File: src/rtl/core/plid_pkg.sv
`timescale 1ns / 1ps
`default_nettype none
package plid_pkg;

   localparam int DataW      = 32;
   localparam int PosW       = 9;
   localparam int KindW      = 2;
   localparam int StatusW    = 2;
   localparam int CountW     = 7;
   localparam int ReqDataW   = 48;
   localparam int RspDataW   = 48;
   localparam int DefCapacity = 64;
   localparam int FanIn      = 8;

   // operation codes carried on req_tuser
   localparam logic [KindW-1:0] KIND_INSERT = 2'd0;
   localparam logic [KindW-1:0] KIND_ERASE  = 2'd1;
   localparam logic [KindW-1:0] KIND_READ   = 2'd2;

   // result status codes
   localparam logic [StatusW-1:0] ST_OK        = 2'd0;
   localparam logic [StatusW-1:0] ST_BAD_INDEX = 2'd1;
   localparam logic [StatusW-1:0] ST_FULL      = 2'd2;

   // per-cycle command broadcast to every cell
   typedef struct packed {
      logic load;   // a word was accepted this cycle
      logic ins;    // shift up and write value at pos
      logic del;    // shift down from pos
      logic rd;     // select the element at pos for the read tree
   } op_type;

   typedef enum logic [1:0] {
      S_IDLE,
      S_WORK,
      S_DONE
   } state_type;

   // number of nodes on level k of an OR tree over n leaves (level 0 = leaves)
   function automatic int level_size(input int n, input int k);
      int s;
      s = n;
      for (int i = 0; i < k; i++) s = (s + FanIn - 1) / FanIn;
      return s;
   endfunction

   // registered levels needed to reduce n leaves to one node
   function automatic int tree_levels(input int n);
      int s;
      int l;
      s = n;
      l = 0;
      while (s > 1) begin
         s = (s + FanIn - 1) / FanIn;
         l++;
      end
      return (l < 1) ? 1 : l;
   endfunction

   // first slot of level k (k >= 1) in the flat node array
   function automatic int level_offset(input int n, input int k);
      int o;
      o = 0;
      for (int i = 1; i < k; i++) o += level_size(n, i);
      return o;
   endfunction

endpackage
`default_nettype wire

File: src/rtl/core/plid_cell.sv
`timescale 1ns / 1ps
`default_nettype none
module plid_cell import plid_pkg::*; #(
   parameter int IDX_W = 6,
   parameter int IDX   = 0
) (
   input  wire logic             clock,
   input  wire op_type           op,
   input  wire logic [IDX_W-1:0] pos,
   input  wire logic [DataW-1:0] value,
   input  wire logic [DataW-1:0] left_data,
   input  wire logic [DataW-1:0] right_data,
   output logic      [DataW-1:0] elem_data,
   output logic      [DataW-1:0] rd_data
);

   localparam logic [IDX_W-1:0] MyIdx = IDX_W'(IDX);

   logic [DataW-1:0] elem_ff, elem_in;
   logic [DataW-1:0] rd_ff, rd_in;

   // take the new value, the left neighbor on insert, the right one on erase
   always_comb begin
      priority if (op.ins && pos == MyIdx) begin
         elem_in = value;
      end else if (op.ins && pos < MyIdx) begin
         elem_in = left_data;
      end else if (op.del && pos <= MyIdx) begin
         elem_in = right_data;
      end else begin
         elem_in = elem_ff;
      end
   end

   // on each accepted word offer the element to the read tree when selected, else zero; else hold
   always_comb begin
      if (op.load) begin
         rd_in = (op.rd && pos == MyIdx) ? elem_ff : '0;
      end else begin
         rd_in = rd_ff;
      end
   end

   always_ff @(posedge clock) begin
      elem_ff <= elem_in;
      rd_ff   <= rd_in;
   end

   assign elem_data = elem_ff;
   assign rd_data   = rd_ff;

endmodule
`default_nettype wire

File: config.mk
export PLATFORM = sky130hd
export DESIGN_NAME = plid_cell
export DESIGN_NICKNAME = d
export VERILOG_FILES = /design/src/rtl/core/plid_pkg.sv /design/src/rtl/core/plid_cell.sv
export SDC_FILE = /design/constraint.sdc
export NUM_CORES = 1
export LEC_CHECK = 0
export ABC_AREA = 1
export BUFFER_PORTS_ARGS = -buffer_cell sky130_fd_sc_hd__buf_2
export CAP_MARGIN = 25
export CORE_ASPECT_RATIO = 0.7
export CORE_MARGIN = 4
export CORE_UTILIZATION = 45
export CTS_CLUSTER_DIAMETER = 120
export DETAILED_ROUTE_END_ITERATION = 6
export MAX_ROUTING_LAYER = met4
export PLACE_DENSITY = 0.84
export SYNTH_ARGS = -nofsm -noshare
export SYNTH_HDL_FRONTEND = slang
export SYNTH_SLANG_ARGS = --single-unit
File: constraint.sdc
create_clock -name clock -period 3.3 [get_ports clock]
set_clock_uncertainty 0.2 [all_clocks]
set_input_delay 0.495 -clock clock [delete_from_list [all_inputs] [get_ports clock]]
set_output_delay 0.495 -clock clock [all_outputs]
set_load 0.02 [all_outputs]
==> results_dict.tcl, run 1 <==
set metrics [dict create \
    outcome "complete, no violations" \
    overflow 0 \
    power_density_mw_per_mm2 455.6 \
    grtUsageMet2 0.3319 \
    grt_start_max_net_pins 33 \
    io_buffers 138 \
    die_height_um 72.42 \
    layout_commonest_cell "buf_2" \
    worstHoldStart "right_data[6]" \
    cts-buffers-inserted 9 \
    max_freq_mhz 482.8 \
    antenna_found_initial 0 \
    synth_cells 247 \
    synth_nets 354 \
    layout-drive-gt1-share 0.4031 \
    clk_latency_ps 320 \
    worst_pin_slew_ps 731.8 \
    critPathCaptureType "flip-flop" \
    ff_latch_area_mm2 0.001922 \
    cp.arrival_ps 2040 \
    yosys.area.top_type "edfxtp_1" \
    syn_avg_cell_area_um2 10.80 \
    yosys.area.top_type_share 0.7205 \
    fillers 474 \
    final_area_mm2 0.003608 \
    antenna_left 0 \
    reg2reg_depth 2 \
    period_minus_slack_ps 2071 \
    initial_utilization 0.4658 \
    peakVddDrop_v 0.0002591 \
    timing.rr.start "elem_data[18]" \
    path_clk_slew_ps 70 \
    maxSlewHeadroom 0.5122 \
    synth_area_mm2 0.002668 \
    cts_buffer_depth 2 \
    drt-wirelength-per-cell_um 13.87 \
    rows 23 \
    finalWirelength_um 6475 \
    grt_use_met3 0.06052 \
    grtUsageTotal 0.1922 \
    insertedDiodeCount 0 \
    dpl_cell_area_mm2 0.003432 \
    drv_slew 0 \
    p_leak_nw 1.847 \
    ys_warn_count 0 \
    dieArea_mm2 0.007243 \
    nets 495 \
    mostFrequentLayoutCells "buf_2 (138), nand2_1 (68), edfxtp_1 (64)" \
    setup_viol 0 \
    drt_iter0_markers 91 \
    place_congestion 0.8728 \
    multi_input_area_um2 564.3 \
    min_path_type "primary input to flip-flop" \
    rsz0062_at_grt "false" \
    ys_ff_latch 64 \
    clockRootBuffer "clkbuf_8" \
    grt_pass1_wl_um 10140 \
    holdBufCountCts 0 \
    start_kind "primary input" \
    cp_max_fo 31 \
    required_ps 3270 \
    drc 0 \
    total_power_mw 1.644 \
    ys_types 11 \
    htreeDepth 3 \
    areaGrowthSynthToFinish_pct 35.27 \
    dr_total_vias 2171 \
    cts_tree "built" \
    die_x_um 100.0 \
    drv_cap 0 \
    numPlacedInstances 452 \
    min_period_over_period 0.6276 \
    cts.sinks 64 \
    worstSetupPathType "primary input to flip-flop" \
    grt_pass1_vias 2192 \
    r2r_slack_ps 2330 \
    hold_end "elem_data[6]" \
    detail_route.first_pass.iterations 4 \
    grt_use_met1 0.2174 \
    cts_resized 0 \
    hold_viol 0 \
    post-cts-setup-buffers 0 \
    grt-busiest-layer "met2" \
    vias_per_cell 4.649 \
    place_hpwl_um 4565 \
    core_area_mm2 0.005727 \
    r2r_end "rd_data[18]" \
    fin_tns_setup_ps 0 \
    instances_no_fill 467 \
    final_core_util 0.6301 \
    ios 171 \
    hold_depth 3 \
    synth_area_leaders "edfxtp_1 (72%), nand2_1 (9.6%), nand3_1 (6.0%), nor2_1 (4.9%), inv_1 (4.5%)" \
    ys_seq_area_frac 0.7205 \
]
-- layout make-up --
type	instances	share of cell area
Clock buffer	10	0.03537
Sequential cell	64	0.5326
Tap cell	75	0.02601
Clock inverter	5	0.01352
Timing Repair Buffer	143	0.2018
Multi-Input combinational cell	137	0.1564
Inverter	33	0.03433
-- sequential cells by signal (all words and copies together) (netlist names) --
name / flops
elem_data: 32
rd_data: 32
-- per-layer routing --
layer	up-vias	part of all wire
met3	2	0.082
met2	94	0.49
met4	0	0.0040
met5	-	0
li1	1079	-
met1	996	0.43
-- Yosys cell counts --
cell type and n:
edfxtp_1 64, nand2_1 68, nand4_1 1, nor2_1 35, inv_1 32, buf_2 6, nor2_4 1, inv_2 1
clkbuf_2 1, clkbuf_1 6, nand3_1 32
-- worst max path at each step --
| stage | startpoint | endpoint | slack [ps] | cells past startpoint |
|---|---|---|---|---|
| after global routing | pos[5] | rd_data[24] | 1080 | 8 |
| after detailed placement | pos[5] | rd_data[27] | 840 | 8 |
| after floorplan | pos[5] | elem_data[0] | 920 | 4 |
| after CTS | pos[5] | rd_data[27] | 1180 | 8 |
| after global placement | pos[5] | rd_data[14] | 920 | 8 |
| final | pos[5] | rd_data[27] | 1230 | 8 |
-- kinds of logic (layout without fill, tap and decap cells) --
logic type | count (synthesis) | in the layout | share of synthesized area
flip-flops | 64 | 64 | 0.7204
buffers and inverters | 46 | 191 | 0.06801
AND/OR/NAND/NOR | 137 | 137 | 0.2115
-- where the power goes --
part	total (mW)	internal (mW)	switching [mW]
clock network	0.606	0.338	0.268
registers	0.915	0.910	0.00492
logic	0.123	0.0518	0.0708
total	1.64	1.30	0.344
-- stage by stage --
| stage | setup slack, ps | hold WS (ps) |
|---|---|---|
| final | 1229 | 233.5 |
| after global routing | 1076 | 211.7 |
| after global placement | 924.3 | 346.3 |
| after CTS | 1184 | 210.7 |
| after detailed placement | 838.6 | 354.6 |
| after floorplan | 920.8 | 407.5 |
-- critical path, cell delays in order --
cell     delay (ps)
buf_2            90
nor2_1          190
inv_2            70
nor2_4          360
buf_4           310
nand2_1         100
buf_4           250
nor2_1          140
(Power assumes the default switching activity.)
==> inputs of run 2 (changes only) <==
--- a/config.mk
+++ b/config.mk
@@ -5,16 +5,16 @@
 export SDC_FILE = /design/constraint.sdc
 export NUM_CORES = 1
 export LEC_CHECK = 0
-export ABC_AREA = 1
+export ABC_AREA = 0
 export BUFFER_PORTS_ARGS = -buffer_cell sky130_fd_sc_hd__buf_2
 export CAP_MARGIN = 25
 export CORE_ASPECT_RATIO = 0.7
 export CORE_MARGIN = 4
-export CORE_UTILIZATION = 45
+export CORE_UTILIZATION = 42
 export CTS_CLUSTER_DIAMETER = 120
 export DETAILED_ROUTE_END_ITERATION = 6
 export MAX_ROUTING_LAYER = met4
-export PLACE_DENSITY = 0.84
+export PLACE_DENSITY = 0.79
 export SYNTH_ARGS = -nofsm -noshare
 export SYNTH_HDL_FRONTEND = slang
 export SYNTH_SLANG_ARGS = --single-unit
==> constraint.sdc (replaced) <==
create_clock -name clock -period 1.95 [get_ports clock]
set_clock_uncertainty 0.2 [all_clocks]
set_input_delay 0.2925 -clock clock [delete_from_list [all_inputs] [get_ports clock]]
set_output_delay 0.2925 -clock clock [all_outputs]
set_load 0.02 [all_outputs]
==> results_dict.tcl, run 2 <==
set metrics [dict create \
    grtUsageTotal 0.1554 \
    synthFlopType "edfxtp_1" \
    maxSlewHeadroom 0.7171 \
    synth.area.mux_share 0.1750 \
    required_ps 1820 \
    layout_commonest_cell "buf_2" \
    cts_tree "built" \
    vias_per_cell 4.508 \
    ff_latch_area_mm2 0.001922 \
    final_core_util 0.5938 \
    rsz0062_at_grt "false" \
    rows 24 \
    instances_no_fill 370 \
    synth_compound_area_frac 0.003704 \
    ios 171 \
    ys_types 11 \
    drv_cap 0 \
    io_buffers 138 \
    synth_common_cells "edfxtp_1 (64), and2_1 (32), mux2_4 (30), buf_6 (3), clkbuf_2 (3)" \
    setup_viol 0 \
    htreeDepth 3 \
    core_area_mm2 0.006246 \
    overflow 0 \
    holdWs_ps 62.24 \
    peakVddDrop_v 0.0003888 \
    p_leak_nw 1.743 \
    numPlacedInstances 354 \
    grt_pass1_vias 1751 \
    multi_input_area_um2 732.0 \
    synth_cells 139 \
    power_density_mw_per_mm2 751.7 \
    nets 394 \
    cts_buffer_depth 2 \
    synth_top_family_by_area "multiplexers" \
    die_x_um 103.9 \
    fin_tns_setup_ps 0 \
    async_flop_share 0 \
    layout-drive-gt1-share 0.6507 \
    detail_route.first_pass.iterations 4 \
    synth_nets 246 \
    mostFrequentLayoutCells "buf_2 (138), edfxtp_1 (64), and2_1 (32)" \
    post-cts-setup-buffers 0 \
    synth_area_mm2 0.002703 \
    hold_viol 0 \
    clk_latency_ps 320 \
    total_power_mw 2.788 \
    antenna_found_initial 0 \
    cp.arrival_ps 1410 \
    cpPeakStageDelay_ps 350 \
    min_period_over_period 0.7902 \
    worst_pin_slew_ps 424.4 \
    grt_pass1_wl_um 8783 \
    ys_warn_count 0 \
    drv_slew 0 \
    synth_edf_count 64 \
    critPathCaptureType "flip-flop" \
    max_freq_mhz 649.0 \
    synth-simple-area-share 0.09213 \
    min_path_type "primary input to flip-flop" \
    synthXorXnorAreaFrac 0 \
    cts.sinks 64 \
    yosys.area.top_type "edfxtp_1" \
    synth_most_common_cell "edfxtp_1" \
    ys_ff_latch 64 \
    cp_cell_sequence "buf_2 -> nor4_4 -> nand3_4 -> buf_12 -> mux2_4" \
    drc 0 \
    start_kind "primary input" \
    slowest_stage "nor4_4" \
    finalWirelength_um 5748 \
    antenna_left 0 \
    fillers 499 \
    worstSetupPathType "primary input to flip-flop" \
    yosys.area.top_type_share 0.7111 \
    synth_area_leaders "edfxtp_1 (71%), mux2_4 (17%), and2_1 (7.4%), buf_6 (1.2%), mux2_2 (0.83%)" \
    cts_resized 0 \
    die_height_um 75.12 \
    path_clk_slew_ps 70 \
    ys_seq_area_frac 0.7111 \
    drt_iter0_markers 42 \
    grt_start_max_net_pins 33 \
    place_congestion 0.7395 \
    yosys.area_share.adder 0 \
    holdBufCountCts 0 \
    drt-wirelength-per-cell_um 15.54 \
    cp_max_fo 20 \
    dieArea_mm2 0.007803 \
    initial_utilization 0.4327 \
    period_minus_slack_ps 1541 \
    insertedDiodeCount 0 \
    syn_avg_cell_area_um2 19.44 \
    dr_total_vias 1668 \
    cts-buffers-inserted 9 \
    outcome "complete, no violations" \
    areaGrowthSynthToFinish_pct 37.22 \
    clockRootBuffer "clkbuf_8" \
]
run 2: path summary, 6_finish.rpt:
check	cells past startpoint	slack, ps	to	startpoint
hold reg to reg	1	340	rd_data[22]	elem_data[22]
hold / removal	2	60	elem_data[15]	value[15]
setup reg to reg	1	940	rd_data[20]	elem_data[20]
setup / recovery	5	410	elem_data[1]	pos[5]
run 2: area by class of cell:
class                   count  area share
multi-input cells          69      0.1974
repair buffers            143      0.2099
well taps                  78     0.02632
clock buffers              11     0.03543
flip-flops and latches     64      0.5182
clock inverters             5     0.01282
run 2: report_power, final:
group	internal (mW)	leakage, nW	switching [mW]
combinational	0.119	1.02	0.0963
sequential	1.54	0.632	0.00739
clock	0.578	0.0922	0.450
total	2.23	1.74	0.554
run 2: per-layer routing:
metal	vias up	routed length [um]	GRT usage
met4	0	71	0.05310
met2	74	2955	0.2671
met1	776	2314	0.1678
met3	6	406	0.06255
met5	-	0	-
li1	812	-	-
run 2: critical path: cells and delay by family:
kind,cells,cell delay (ps)
mux,1,310
simple gates,2,490
buf+inv,2,300
run 2: through the flow:
step / worst slack [ps] / area (um^2)
after global placement: 82.02 / 3530
final: 409.2 / 3709
after floorplan: 109.9 / 2703
after global routing: 392.9 / 3709
after CTS: 422.0 / 3709
after detailed placement: 64.21 / 3530
run 2: cells by family (layout without fill, tap and decap cells):
kind of cell           count (synthesis)  count (layout)
buffers and inverters                  6             159
flip-flops                            64              64
AO/OA/AOI/OAI                          1               1
multiplexers                          32              32
AND/OR/NAND/NOR                       36              36
